--- src/rtl/tepd_pkg.sv ---
// Touch event packet decoder: shared types, event codes and helpers.
// No dependencies; every other file of the block but tepd_if.sv refers to this one.
package tepd_pkg;

  // Coordinate register width; outputs carry the low OUT_COORD_W bits.
  localparam int COORD_BITS  = 16;
  localparam int OUT_COORD_W = 16;
  localparam int TIME_W      = 42;

  // Raw event types and axis codes.
  localparam logic [15:0] TYPE_SYN   = 16'd0;
  localparam logic [15:0] TYPE_ABS   = 16'd3;
  localparam logic [15:0] CODE_X     = 16'd0;
  localparam logic [15:0] CODE_Y     = 16'd1;
  localparam logic [15:0] CODE_SLOT  = 16'd47;
  localparam logic [15:0] CODE_MT_X  = 16'd53;
  localparam logic [15:0] CODE_MT_Y  = 16'd54;
  localparam logic [15:0] CODE_TRACK = 16'd57;
  localparam logic [31:0] TRACK_LIFT = 32'hFFFF_FFFF;

  // ms conversion: micros/1000 as (micros * ceil(2^30/1000)) >> 30, exact below 2^20.
  localparam logic [TIME_W-1:0] MS_PER_S    = TIME_W'(1000);
  localparam int                MICRO_SHIFT = 30;
  localparam logic [20:0]       MICRO_RECIP = 21'd1073742;

  localparam logic [32:0] COORD_MAX = (33'd1 << COORD_BITS) - 33'd1;

  typedef enum logic [1:0] {
    PH_IDLE,
    PH_AFTER_PREFIX,
    PH_COLLECT
  } tepd_phase_t;

  typedef enum logic [1:0] {
    KIND_PRESS = 2'd0,
    KIND_DRAG  = 2'd1,
    KIND_LIFT  = 2'd2
  } tepd_kind_t;

  typedef struct packed {
    logic [15:0] event_type;
    logic [15:0] event_code;
    logic [31:0] event_value;
    logic [31:0] stamp_seconds;
    logic [19:0] stamp_micros;
  } tepd_event_t;

  typedef struct packed {
    tepd_kind_t               touch_kind;
    logic [OUT_COORD_W-1:0]   current_x;
    logic [OUT_COORD_W-1:0]   current_y;
    logic [OUT_COORD_W-1:0]   pressed_x;
    logic [OUT_COORD_W-1:0]   pressed_y;
    logic [TIME_W-1:0]        time_ms;
    logic [TIME_W-1:0]        pressed_time_ms;
  } tepd_result_t;

  // Clamp a signed 32-bit axis value to 0..2^COORD_BITS-1.
  function automatic logic [COORD_BITS-1:0] sat_coord(input logic [31:0] v);
    logic [COORD_BITS-1:0] r;
    if (v[31]) begin
      r = '0;
    end else if ({1'b0, v} > COORD_MAX) begin
      r = COORD_MAX[COORD_BITS-1:0];
    end else begin
      r = v[COORD_BITS-1:0];
    end
    return r;
  endfunction

  // Coordinate register to output width, zero extended or truncated.
  function automatic logic [OUT_COORD_W-1:0] out_coord(input logic [COORD_BITS-1:0] c);
    logic [31:0] ext;
    ext = 32'(c);
    return ext[OUT_COORD_W-1:0];
  endfunction

endpackage

--- src/rtl/tepd_if.sv ---
// Valid/ready channel interfaces for raw touch events and decoded results.
// Depends on nothing; field widths follow the raw event format.
interface tepd_event_if;
  logic        valid;
  logic        ready;
  logic [15:0] event_type;
  logic [15:0] event_code;
  logic [31:0] event_value;
  logic [31:0] stamp_seconds;
  logic [19:0] stamp_micros;

  modport source (output valid, event_type, event_code, event_value,
                  stamp_seconds, stamp_micros, input ready);
  modport sink   (input valid, event_type, event_code, event_value,
                  stamp_seconds, stamp_micros, output ready);
endinterface

interface tepd_result_if;
  logic        valid;
  logic        ready;
  logic [1:0]  touch_kind;
  logic [15:0] current_x;
  logic [15:0] current_y;
  logic [15:0] pressed_x;
  logic [15:0] pressed_y;
  logic [41:0] time_ms;
  logic [41:0] pressed_time_ms;

  modport source (output valid, touch_kind, current_x, current_y, pressed_x,
                  pressed_y, time_ms, pressed_time_ms, input ready);
  modport sink   (input valid, touch_kind, current_x, current_y, pressed_x,
                  pressed_y, time_ms, pressed_time_ms, output ready);
endinterface

--- src/rtl/tepd_time_conv.sv ---
// Timestamp to milliseconds: seconds*1000 + micros/1000, combinational.
// Depends on tepd_pkg.
module tepd_time_conv (
  input  logic [31:0]                   stamp_seconds,
  input  logic [19:0]                   stamp_micros,
  output logic [tepd_pkg::TIME_W-1:0]   time_ms
);

  logic [tepd_pkg::TIME_W-1:0] sec_ms;
  logic [40:0]                 recip_prod;
  logic [10:0]                 micro_ms;

  // Two constant multiplies side by side, one add behind them.
  assign sec_ms     = tepd_pkg::TIME_W'(stamp_seconds) * tepd_pkg::MS_PER_S;
  assign recip_prod = 41'(stamp_micros) * 41'(tepd_pkg::MICRO_RECIP);
  assign micro_ms   = recip_prod[40:tepd_pkg::MICRO_SHIFT];
  assign time_ms    = sec_ms + tepd_pkg::TIME_W'(micro_ms);

endmodule

--- src/rtl/tepd_parser.sv ---
// Packet parser: phase FSM, coordinate and press registers, result build.
// Depends on tepd_pkg and tepd_time_conv.
module tepd_parser (
  input  logic                   clk,
  input  logic                   rst_n,
  input  logic                   fire,
  input  tepd_pkg::tepd_event_t  evt,
  output logic                   emit,
  output tepd_pkg::tepd_result_t res
);

  tepd_pkg::tepd_phase_t          phase_r, phase_nxt;
  tepd_pkg::tepd_kind_t           kind_r, kind_nxt;
  tepd_pkg::tepd_phase_t          cls_phase;
  tepd_pkg::tepd_kind_t           cls_kind;
  logic [tepd_pkg::COORD_BITS-1:0] cur_x_r, cur_x_nxt, cur_y_r, cur_y_nxt;
  logic [tepd_pkg::COORD_BITS-1:0] press_x_r, press_x_nxt, press_y_r, press_y_nxt;
  logic [tepd_pkg::TIME_W-1:0]     press_time_r, press_time_nxt;
  logic [tepd_pkg::TIME_W-1:0]     now_ms;
  logic                            is_abs, is_syn, latch_press;

  tepd_time_conv u_time (
    .stamp_seconds (evt.stamp_seconds),
    .stamp_micros  (evt.stamp_micros),
    .time_ms       (now_ms)
  );

  assign is_abs = (evt.event_type == tepd_pkg::TYPE_ABS);
  assign is_syn = (evt.event_type == tepd_pkg::TYPE_SYN);

  // Classification of the packet-opening word.
  always_comb begin
    cls_kind  = kind_r;
    cls_phase = tepd_pkg::PH_IDLE;
    if (is_abs && evt.event_code == tepd_pkg::CODE_TRACK) begin
      cls_kind  = (evt.event_value == tepd_pkg::TRACK_LIFT) ? tepd_pkg::KIND_LIFT
                                                           : tepd_pkg::KIND_PRESS;
      cls_phase = tepd_pkg::PH_COLLECT;
    end else if (is_abs && (evt.event_code == tepd_pkg::CODE_MT_X ||
                            evt.event_code == tepd_pkg::CODE_MT_Y)) begin
      cls_kind  = tepd_pkg::KIND_DRAG;
      cls_phase = tepd_pkg::PH_COLLECT;
    end
  end

  // Next state.
  always_comb begin
    phase_nxt = phase_r;
    kind_nxt  = kind_r;
    cur_x_nxt = cur_x_r;
    cur_y_nxt = cur_y_r;
    unique case (phase_r)
      tepd_pkg::PH_IDLE: begin
        if (evt.event_code == tepd_pkg::CODE_SLOT) begin
          phase_nxt = tepd_pkg::PH_AFTER_PREFIX;
        end else begin
          phase_nxt = cls_phase;
          kind_nxt  = cls_kind;
        end
      end
      tepd_pkg::PH_COLLECT: begin
        if (is_syn) begin
          phase_nxt = tepd_pkg::PH_IDLE;
        end else if (is_abs && evt.event_code == tepd_pkg::CODE_X) begin
          cur_x_nxt = tepd_pkg::sat_coord(evt.event_value);
        end else if (is_abs && evt.event_code == tepd_pkg::CODE_Y) begin
          cur_y_nxt = tepd_pkg::sat_coord(evt.event_value);
        end
      end
      default: begin
        // after a slot prefix: classify whatever comes
        phase_nxt = cls_phase;
        kind_nxt  = cls_kind;
      end
    endcase
  end

  assign emit        = (phase_r == tepd_pkg::PH_COLLECT) && is_syn;
  assign latch_press = emit && (kind_r == tepd_pkg::KIND_PRESS);

  // Outputs: a press shows its own freshly latched position and time.
  always_comb begin
    press_x_nxt    = latch_press ? cur_x_r : press_x_r;
    press_y_nxt    = latch_press ? cur_y_r : press_y_r;
    press_time_nxt = latch_press ? now_ms  : press_time_r;
    res.touch_kind      = kind_r;
    res.current_x       = tepd_pkg::out_coord(cur_x_r);
    res.current_y       = tepd_pkg::out_coord(cur_y_r);
    res.pressed_x       = tepd_pkg::out_coord(press_x_nxt);
    res.pressed_y       = tepd_pkg::out_coord(press_y_nxt);
    res.time_ms         = now_ms;
    res.pressed_time_ms = press_time_nxt;
  end

  always_ff @(posedge clk) begin
    if (!rst_n) begin
      phase_r      <= tepd_pkg::PH_IDLE;
      kind_r       <= tepd_pkg::KIND_PRESS;
      cur_x_r      <= '0;
      cur_y_r      <= '0;
      press_x_r    <= '0;
      press_y_r    <= '0;
      press_time_r <= '0;
    end else if (fire) begin
      phase_r      <= phase_nxt;
      kind_r       <= kind_nxt;
      cur_x_r      <= cur_x_nxt;
      cur_y_r      <= cur_y_nxt;
      press_x_r    <= press_x_nxt;
      press_y_r    <= press_y_nxt;
      press_time_r <= press_time_nxt;
    end
  end

endmodule

--- src/rtl/touch_event_packet_decoder_unit.sv ---
// Touch event packet decoder, top level.
// Depends on tepd_pkg, tepd_if.sv, tepd_parser and tepd_time_conv.
//
// Usage:
//   in_evt  (sink)   raw touch events: type, code, value, seconds, micros.
//                    One word is accepted on each edge with valid && ready.
//   out_res (source) one decoded gesture per packet, issued on the sync word
//                    that closes it: kind (press/drag/lift), current and press
//                    coordinates, sync time and press time in milliseconds.
//   Slot, tracking-id and mt x/y words open a packet; x/y words update the
//   coordinates; every other word is consumed with no result.
//
// Timing:
//   The accepting edge captures the word in the input register, where it is
//   decoded and converted to ms; when it advances, a closing sync word lands
//   its result in the result register, raising out_res.valid.
//   Throughput 1 word per cycle while no stall holds a sync word; the ms
//   conversion (two constant multiplies, one 42-bit add) sits between the two registers.
//   Reset: parser goes idle, coordinates, press position and press time clear,
//   both registers empty.
//   Stall: while out_res.ready is low and a result waits, a non-sync word keeps
//   flowing; a sync word that closes a packet holds in the input register and
//   in_evt.ready drops until the result register frees.
module touch_event_packet_decoder_unit (
  input  logic       clk,
  input  logic       rst_n,
  tepd_event_if.sink    in_evt,
  tepd_result_if.source out_res
);

  logic                   s1_valid_r;
  tepd_pkg::tepd_event_t  s1_evt_r;
  logic                   s1_adv;
  logic                   emit;
  tepd_pkg::tepd_result_t res;
  logic                   out_valid_r;
  tepd_pkg::tepd_result_t out_res_r;

  // Word advances unless it makes a result, the result slot is full and out_res.ready is low.
  assign s1_adv       = s1_valid_r && (!emit || !out_valid_r || out_res.ready);
  assign in_evt.ready = !s1_valid_r || s1_adv;

  always_ff @(posedge clk) begin
    if (!rst_n) begin
      s1_valid_r <= 1'b0;
    end else if (in_evt.ready) begin
      s1_valid_r <= in_evt.valid;
    end
  end

  always_ff @(posedge clk) begin
    if (in_evt.valid && in_evt.ready) begin
      s1_evt_r.event_type    <= in_evt.event_type;
      s1_evt_r.event_code    <= in_evt.event_code;
      s1_evt_r.event_value   <= in_evt.event_value;
      s1_evt_r.stamp_seconds <= in_evt.stamp_seconds;
      s1_evt_r.stamp_micros  <= in_evt.stamp_micros;
    end
  end

  tepd_parser u_parser (
    .clk   (clk),
    .rst_n (rst_n),
    .fire  (s1_adv),
    .evt   (s1_evt_r),
    .emit  (emit),
    .res   (res)
  );

  // Result register.
  always_ff @(posedge clk) begin
    if (!rst_n) begin
      out_valid_r <= 1'b0;
    end else if (s1_adv && emit) begin
      out_valid_r <= 1'b1;
    end else if (out_res.ready) begin
      out_valid_r <= 1'b0;
    end
  end

  always_ff @(posedge clk) begin
    if (s1_adv && emit) begin
      out_res_r <= res;
    end
  end

  assign out_res.valid           = out_valid_r;
  assign out_res.touch_kind      = out_res_r.touch_kind;
  assign out_res.current_x       = out_res_r.current_x;
  assign out_res.current_y       = out_res_r.current_y;
  assign out_res.pressed_x       = out_res_r.pressed_x;
  assign out_res.pressed_y       = out_res_r.pressed_y;
  assign out_res.time_ms         = out_res_r.time_ms;
  assign out_res.pressed_time_ms = out_res_r.pressed_time_ms;

endmodule

--- src/flat_wrapper.sv ---
// flat-port wrapper written by rule: the top's interface ports become plain ports
module touch_event_packet_decoder_unit_flat 
  (clk, rst_n, in_evt_valid, in_evt_event_type, in_evt_event_code, in_evt_event_value, in_evt_stamp_seconds, in_evt_stamp_micros, in_evt_ready, out_res_valid, out_res_touch_kind, out_res_current_x, out_res_current_y, out_res_pressed_x, out_res_pressed_y, out_res_time_ms, out_res_pressed_time_ms, out_res_ready);
  tepd_event_if in_evt_i ();
  tepd_result_if out_res_i ();
  input  logic clk;
  input  logic rst_n;
  input wire logic [$bits(in_evt_i.valid)-1:0] in_evt_valid;
  input wire logic [$bits(in_evt_i.event_type)-1:0] in_evt_event_type;
  input wire logic [$bits(in_evt_i.event_code)-1:0] in_evt_event_code;
  input wire logic [$bits(in_evt_i.event_value)-1:0] in_evt_event_value;
  input wire logic [$bits(in_evt_i.stamp_seconds)-1:0] in_evt_stamp_seconds;
  input wire logic [$bits(in_evt_i.stamp_micros)-1:0] in_evt_stamp_micros;
  output wire logic [$bits(in_evt_i.ready)-1:0] in_evt_ready;
  output wire logic [$bits(out_res_i.valid)-1:0] out_res_valid;
  output wire logic [$bits(out_res_i.touch_kind)-1:0] out_res_touch_kind;
  output wire logic [$bits(out_res_i.current_x)-1:0] out_res_current_x;
  output wire logic [$bits(out_res_i.current_y)-1:0] out_res_current_y;
  output wire logic [$bits(out_res_i.pressed_x)-1:0] out_res_pressed_x;
  output wire logic [$bits(out_res_i.pressed_y)-1:0] out_res_pressed_y;
  output wire logic [$bits(out_res_i.time_ms)-1:0] out_res_time_ms;
  output wire logic [$bits(out_res_i.pressed_time_ms)-1:0] out_res_pressed_time_ms;
  input wire logic [$bits(out_res_i.ready)-1:0] out_res_ready;
  assign in_evt_i.valid = in_evt_valid;
  assign in_evt_i.event_type = in_evt_event_type;
  assign in_evt_i.event_code = in_evt_event_code;
  assign in_evt_i.event_value = in_evt_event_value;
  assign in_evt_i.stamp_seconds = in_evt_stamp_seconds;
  assign in_evt_i.stamp_micros = in_evt_stamp_micros;
  assign in_evt_ready = in_evt_i.ready;
  assign out_res_valid = out_res_i.valid;
  assign out_res_touch_kind = out_res_i.touch_kind;
  assign out_res_current_x = out_res_i.current_x;
  assign out_res_current_y = out_res_i.current_y;
  assign out_res_pressed_x = out_res_i.pressed_x;
  assign out_res_pressed_y = out_res_i.pressed_y;
  assign out_res_time_ms = out_res_i.time_ms;
  assign out_res_pressed_time_ms = out_res_i.pressed_time_ms;
  assign out_res_i.ready = out_res_ready;
  touch_event_packet_decoder_unit u_core (.clk(clk), .rst_n(rst_n), .in_evt(in_evt_i), .out_res(out_res_i));
endmodule
--- config.mk ---
export PLATFORM = sky130hd
export DESIGN_NAME = touch_event_packet_decoder_unit_flat
export DESIGN_NICKNAME = d
export VERILOG_FILES = /design/src/rtl/tepd_pkg.sv /design/src/rtl/tepd_if.sv /design/src/rtl/tepd_time_conv.sv /design/src/rtl/tepd_parser.sv /design/src/rtl/touch_event_packet_decoder_unit.sv /design/src/flat_wrapper.sv
export SDC_FILE = /design/constraint.sdc
export NUM_CORES = 1
export LEC_CHECK = 0
export BUFFER_PORTS_ARGS = -buffer_cell sky130_fd_sc_hd__buf_2
export CORE_ASPECT_RATIO = 0.6
export CORE_MARGIN = 2
export CORE_UTILIZATION = 60
export DETAILED_ROUTE_END_ITERATION = 12
export PLACE_DENSITY = 0.84
export SYNTH_ARGS = -nofsm -noshare
export SYNTH_HDL_FRONTEND = slang
export SYNTH_SLANG_ARGS = --single-unit
export TNS_END_PERCENT = 1
--- constraint.sdc ---
create_clock -name clk -period 33.8 [get_ports clk]
set_input_delay 10.14 -clock clk [delete_from_list [all_inputs] [get_ports clk]]
set_output_delay 10.14 -clock clk [all_outputs]
set_load 0.02 [all_outputs]
### Word-level counts from Yosys, hierarchy flattened

Index checks and enable logic that the tools add are counted.

| word-level totals | value |
|---|---|
| output and inout bits | 152 |
| register bits | 378 |
| input bits | 120 |

| operators by class | value |
|---|---|
| equality and inequality tests | 10 |
| add/sub/neg operators | 1 |
| bitwise gates (word level) | 3 |
| $lt $le $gt $ge | 1 |
| muxes and demuxes | 17 |
| $mul | 2 |
| reductions and logical operators | 25 |

Operator list:

| operator | number |
|---|---|
| 16-bit by 6-bit equality test with 1-bit output, second input constant | 4 |
| 16-bit 2-to-1 mux | 4 |
| 42-bit by 11-bit adder with 42-bit output | 1 |
| 42-bit 2-to-1 mux | 1 |
| 20-bit by 20-bit multiplier with 40-bit output, second input constant | 1 |
| 32-bit by 7-bit multiplier with 39-bit output, second input constant | 1 |
| 32-bit equality test, second input constant | 1 |
| 32-bit by 16-bit greater-than comparator with 1-bit output, second input constant | 1 |
| 16-bit logical NOT | 2 |
| 16-bit by 1-bit equality test with 1-bit output, second input constant | 1 |
| 16-bit by 2-bit equality test with 1-bit output, second input constant | 1 |
| 2-bit 2-to-1 mux | 8 |
| 1-bit logical AND | 9 |
| 2-bit case mux with 2 select lines | 2 |
| 5-bit AND reduction | 1 |
| 2-bit logical NOT | 2 |
| 1-bit logical OR | 4 |
| 2-bit != test, second input constant | 2 |
| 4-bit AND reduction | 1 |
| 1-bit logical NOT | 3 |
| 1-bit NOT | 3 |
| 3-bit AND reduction | 1 |
| 2-bit equality test, second input constant | 1 |
| 1-bit 2-to-1 mux | 2 |
| other kinds (2) | 2 |

### Logic depth before layout (Yosys ltp)

Gate-level depths: netlist of run 1.

| logic depth | value |
|---|---|
| depth in word-level cells | 8 |
| gate-level depth with buffers | 32 |
| depth with buffers taken out | 32 |

### Hierarchy

From an unflattened synthesis of run 1, not the netlist that was laid out.

| second synthesis, totals | value |
|---|---|
| cells, all modules | 2008 |
| area total of the unflattened synthesis | 25080.3 um^2 |

By module, submodules not included:

| module | area each (um^2) | instances | cells an instance |
|---|---|---|---|
| tepd_time_conv | 11110.7 | 1 | 1123 |
| touch_event_packet_decoder_unit | 8105.3 | 1 | 278 |
| tepd_parser | 5864.4 | 1 | 607 |

### Worst setup path before layout of run 1

No wires, ideal clock.

| timing | value |
|---|---|
| kind | input -> output |
| start | in out_res_ready |
| end | out in_evt_ready |
| slack | 13.066 ns |
| arrival | 10.594 ns |
| path buffers | 0 |
| stages | 3 |
| path through | nand2b_1 > nor2_1 > inv_1 |

| on the way | value |
|---|---|
| longest elaborated chain between the ends | 3 |

Ends and longest elaborated chain:

| item | line | text |
|---|---|---|
| from (decl) | flat_wrapper.sv:23 | `input wire logic [$bits(out_res_i.ready)-1:0] out_res_ready;` |
| 1-bit logical OR | touch_event_packet_decoder_unit.sv:40 | `assign s1_adv = s1_valid_r && (!emit \|\| !out_valid_r \|\| out_res.ready);` |
| 1-bit logical AND | touch_event_packet_decoder_unit.sv:40 |  |
| 1-bit logical OR | touch_event_packet_decoder_unit.sv:41 | `assign in_evt.ready = !s1_valid_r \|\| s1_adv;` |
| to (decl) | flat_wrapper.sv:14 | `output wire logic [$bits(in_evt_i.ready)-1:0] in_evt_ready;` |

No other way between the ends.

### Worst setup path in the final report of run 1

Ends and elaborated chain as after synthesis.

==> results.md, run 1 <==
- Post-route ant nets: 0
- Most used DFF post-synth: edfxtp_1
- CP dominant cell by count: buf_2
- Worst slew margin: 25.7%
- Initial Utilization: 61.3%
- Critical path's slowest cell: nor2_1
- CTS clock-pin slew for the worst setup and hold paths: 70 ps
- Final setup fails: 0
- Arrival time worst endpoint: 11030 ps
- Count leader, synth: edfxtp_1
- Min-Delay Path Class: reg -> reg
- TritonCTS Buffers: 36
- Max clock buf depth: 3
- Worst-Skew Late Latency: 540 ps
- Commonest cells post-synth: 266 x edfxtp_1, 261 x ha_1, 233 x inv_1, 231 x nand2_1, 231 x nor2_1
- CTS sink cnt: 378
- IO Pins: 272
- Total track usage: 28.8%
- DRC viols: 0
- Vias/cell: 5.81
- GPL Wtd Cong: 0.938
- Die height: 162 um
- Hold Slack: 458 ps
- Share of the synthesized area in the top cell type: 32.0%
- FF+latch count, synth: 378
- Skew final: 14.1 ps
- Pin count of the biggest net entering global routing: 79
- RSZ-0062 raised after global routing: no
- CP cell instances: buf_2, nand2b_1, nor2_1, inv_1, buf_2
- Root Buffer: clkbuf_16
- Crit path largest cell delay: 320 ps
- Sequential area share after synthesis: 41.0%
- Post-Syn Area: 24900 um2
- CTS H-tree depth: 2
- Initial antenna violation count: 3
- Syn_area_per_cell: 11.0 um2
- CP max FO: 4
- Dominant cell type by area after synthesis: edfxtp_1
- Slew of the pin with the lowest slew margin: 1110 ps
- Dpl ws: 12630 ps
- Via Count: 18000
- Part of the cycle the worst path needs: 62.6%
- Yosys warns: 0
- Core area: 40700 um2
- Crit. End Element: output port
- Maximum clock rate: 47.2 MHz
- Die area: 43300 um2
- WL final: 61300 um
- Net count reported at finish: 3092
- Number of fill cells: 2981
- Synth area leaders: edfxtp_1 32%, fa_1 16%, ha_1 13%
- CP Buf/Inv Count: 3
- CP required: 23660 ps
- GRT Residual Overflow: 0
- Pre-antenna DRT Iters: 6
- Setup Fix Bufs, Post-CTS: 0
- Drt wl/cell: 19.8 um
- Vias in the first global route: 17900
- Post-synth ARST share: 0%
- Storage cell area: 10200 um2
- Area delta synth->final: 12.1%
- Synth cell types: 91
- Die width: 267 um
- Max-cap viol count: 0
- Max-slew violations: 0
- CTS tree: yes
- Final hold violation count: 0
- Multi-input logic area: 13600 um2
- CP startpoint kind: input port
- Global-route wire length before repair: 97400 um
- Crit path kind: in -> out
- Iter 0 DRT Violations: 1802
- PortBufs: 271
- Share of layout cells above drive strength 1: 15.4%
- # hold bufs at CTS: 0
- DP Wirelength: 47400 um
- Top delay family on crit path: simple AND/OR/NAND/NOR gates
- CTS resizes: 0
- Outcome: complete, no violations
- Tmin final: 21170 ps
- Row cnt: 57
- Cells after Synth: 2258
- Number of synthesized flops with an enable pin: 266
- Synth Net Count: 2843
- Core Util, Final: 68.6%
- Min setup slack post-route: 12630 ps
- Setup TNS: 0 ps
per-layer routing:
metal | up-vias | part of all wire, % | GRT usage (%)
li1 | 8356 | - | -
met1 | 8776 | 44 | 41.3
met2 | 730 | 46 | 45.2
met3 | 122 | 7.1 | 4.96
met4 | 0 | 3.0 | 9.04
met5 | - | 0 | 0
through the flow:
step | instance area [um2] | instances
after floorplan | 24900 | 2258
after global placement | 26800 | 3029
after detailed placement | 26800 | 3029
after CTS | 27900 | 3093
after global routing | 28000 | 3095
final | 28000 | 3095
worst paths after layout:
path	start	endpoint	slack [ps]	depth (start not counted)
setup reg to reg	u_core.s1_evt_r[8]	u_core.out_res.pressed_time_ms[33]	24550	32
hold reg to reg	u_core.u_parser.press_time_r[32]	u_core.u_parser.press_time_r[32]	460	2
setup / recovery	out_res_ready	in_evt_ready	12630	5
hold / removal	u_core.u_parser.press_time_r[32]	u_core.u_parser.press_time_r[32]	460	2
cells by family (layout without fill, tap and decap cells):
kind of cell / after synthesis / count (layout) / share of synthesized area [%]
AND/OR/NAND/NOR: 683 / 683 / 12.4
adder cells (fa/ha/maj): 465 / 465 / 29.5
XOR/XNOR: 63 / 63 / 2.21
AO/OA/AOI/OAI: 350 / 350 / 9.52
other: 0 / 2 / 0
multiplexers: 14 / 14 / 0.612
buffers and inverters: 305 / 580 / 4.78
flip-flops: 378 / 378 / 41.0
state kept, by name, summed over array words and instances, names as in the netlist:
name / flops
u_core.out_res.time_ms: 42
u_core.out_res.pressed_y: 16
u_core.u_parser.press_x_r: 16
u_core.u_parser.press_time_r: 42
u_core.u_parser.kind_r: 2
u_core.u_parser.press_y_r: 16
u_core.out_res.valid: 1
u_core.out_res.pressed_time_ms: 42
u_core.s1_evt_r: 116
u_core.u_parser.cur_x_r: 16
u_core.u_parser.cur_y_r: 16
u_core.u_parser.phase_r: 2
u_core.s1_valid_r: 1
u_core.out_res.current_y: 16
u_core.out_res.pressed_x: 16
u_core.out_res.current_x: 16
u_core.out_res.touch_kind: 2
area by class of cell:
type | instances | share of cell area (%)
multi-input combinational | 1575 | 48.5
sequential | 378 | 36.6
timing repair buffer | 282 | 5.15
clock buffer | 45 | 3.42
inverter | 234 | 3.15
tap | 560 | 2.51
clock inverter | 19 | 0.667
antenna | 2 | 0.0179
placed cells by master, fill, tap and decap left out, drive strengths merged, types with 12 or more instances in the layout:
master and count:
nor3 59, nand2 231, nor4 18, o21a 20, nand2b 12, clkbuf 45
a21o 24, nand4 27, ha 261, nand3 27, or3 14, nor2 232
o21ai 55, and3 14, a211oi 24, o21bai 19, buf 282, a21oi 105
xor2 17, fa 204, xnor2 46, inv 236, o211ai 15, dfxtp 112
edfxtp 266, clkinv 12, a31oi 16
worst min-delay path: stages (launching register included):
cell and delay (ps):
dfxtp_1 310, nand2_1 50, a21oi_1 50
Power of run 1 is left out: the tool's default activity adds up to more than one toggle a clock period on the data nets, which glitch-free logic cannot reach.
==> run 2: changes to the inputs <==
Clock period 33.8 ns to 21.2 ns, I/O delays scaled along.
==> run 2 against run 1 <==
Effect of this change: sequential share of layout area fell by 0.11 points; hold slack got worse by 3.5 ps; global-route usage barely moved; setup slack got worse by 5000 ps; critical path depth did not move; final area rose by 0.30%; die area did not move; via count rose by 0.33%; sequential cell count did not move; register-to-register slack got worse by 13000 ps; core utilization rose by 0.20 points; critical endpoint unchanged.
==> results.md, run 2 (same netlist as run 1, synthesis figures left out) <==
- Outcome: complete, no violations
- Commonest non-fill, non-tap cell in the layout: buf_2
- GPL Wtd Cong: 0.927
- CTS sink cnt: 378
- Vias in the first global route: 18200
- Root Buffer: clkbuf_16
- Worst-Skew Late Latency: 540 ps
- Share of layout cells above drive strength 1: 15.5%
- Crit. End Element: output port
- Slew of the pin with the lowest slew margin: 1120 ps
- Tmin final: 13550 ps
- Initial antenna violation count: 3
- Skew final: 31.3 ps
- Worst slew margin: 25.6%
- Initial Utilization: 61.3%
- CTS clock-pin slew for the worst setup and hold paths: 60 ps
- Largest register FFs: 116
- Max clock buf depth: 3
- PortBufs: 271
- Min-Delay Path Class: reg -> reg
- Post-route ant nets: 0
- Row cnt: 57
- Setup Fix Bufs, Post-CTS: 0
- Drt wl/cell: 19.6 um
- Area delta synth->final: 12.4%
- CTS tree: yes
- Crit path kind: in -> out
- DP Wirelength: 47100 um
- Number of fill cells: 2920
- Die height: 162 um
- Max-slew violations: 0
- Die area: 43300 um2
- Core area: 40700 um2
- Part of the cycle the worst path needs: 63.9%
- Pin count of the biggest net entering global routing: 88
- CP required: 14840 ps
- Via Count: 18000
- Hold Slack: 455 ps
- CP startpoint kind: input port
- TritonCTS Buffers: 36
- Most frequent cells in the layout: 271 x buf_2, 266 x edfxtp_1, 261 x ha_1
- DRC viols: 0
- Max-cap viol count: 0
- Net count reported at finish: 3092
- CTS resizes: 0
- Register with the most flip-flops: u_core.s1_evt_r
- Final hold violation count: 0
- GRT Residual Overflow: 0
- CP max FO: 4
- Reg2reg setup slack: 11880 ps
- CTS H-tree depth: 2
- Vias/cell: 5.83
- Final instance area: 28000 um2
- Maximum clock rate: 73.8 MHz
- Total track usage: 28.9%
- Pre-antenna DRT Iters: 5
- Die width: 267 um
- Global-route wire length before repair: 97600 um
- IO Pins: 272
- Area after DPL: 26800 um2
- # hold bufs at CTS: 0
- Iter 0 DRT Violations: 1693
- Arrival time worst endpoint: 7190 ps
- Setup TNS: 0 ps
- WL final: 60800 um
- RSZ-0062 raised after global routing: no
- Final setup fails: 0
[run 2: cell count changes in the layout (fill, tap and decap cells not counted)]
cell and delta:
clkbuf_16 +2, clkinv_2 +2, bufinv_16 +2, inv_8 -1
clkinv_4 -1, diode_2 +1, clkbuf_8 -1, clkinvlp_4 -1
clkbuf_1 -1, inv_6 +1, clkinv_1 -1
[run 2: worst paths after layout]
check                                         from                                 end  cells after the start
setup / recovery                     out_res_ready                        in_evt_ready                      5
hold / removal    u_core.u_parser.press_time_r[22]    u_core.u_parser.press_time_r[22]                      2
setup reg to reg                u_core.s1_evt_r[8]  u_core.out_res.pressed_time_ms[37]                     32
hold reg to reg   u_core.u_parser.press_time_r[22]    u_core.u_parser.press_time_r[22]                      2
[run 2: area by class of cell]
class	count	area, um2	share of cell area (%)
inverter	234	880	3.14
timing repair buffer	282	1440	5.13
sequential	378	10200	36.5
clock inverter	20	234	0.835
antenna	3	7.51	0.0268
clock buffer	45	987	3.52
multi-input combinational	1575	13600	48.4
tap	560	701	2.50
[run 2: metrics by stage]
step	setup slack, ps	utilization, %	instances
finish	7650	68.8	3097
global route	7580	68.8	3097
CTS	7650	68.8	3094
detailed placement	7650	65.8	3029
global placement	7630	65.8	3029
floorplan	7200	-	2258
[run 2: per-layer routing]
metal,track usage [%],vias up,wire [um]
li1,-,8368,-
met5,0,-,0
met4,9.35,0,1870
met2,44.9,719,28000
met3,4.32,120,4360
met1,42.0,8836,26600
[run 2: worst max-delay path, stage by stage]
cell	delay (ps)
buf_2	90
nand2b_1	210
nor2_1	290
inv_1	80
buf_2	160
Power of run 2 is left out for the same reason.
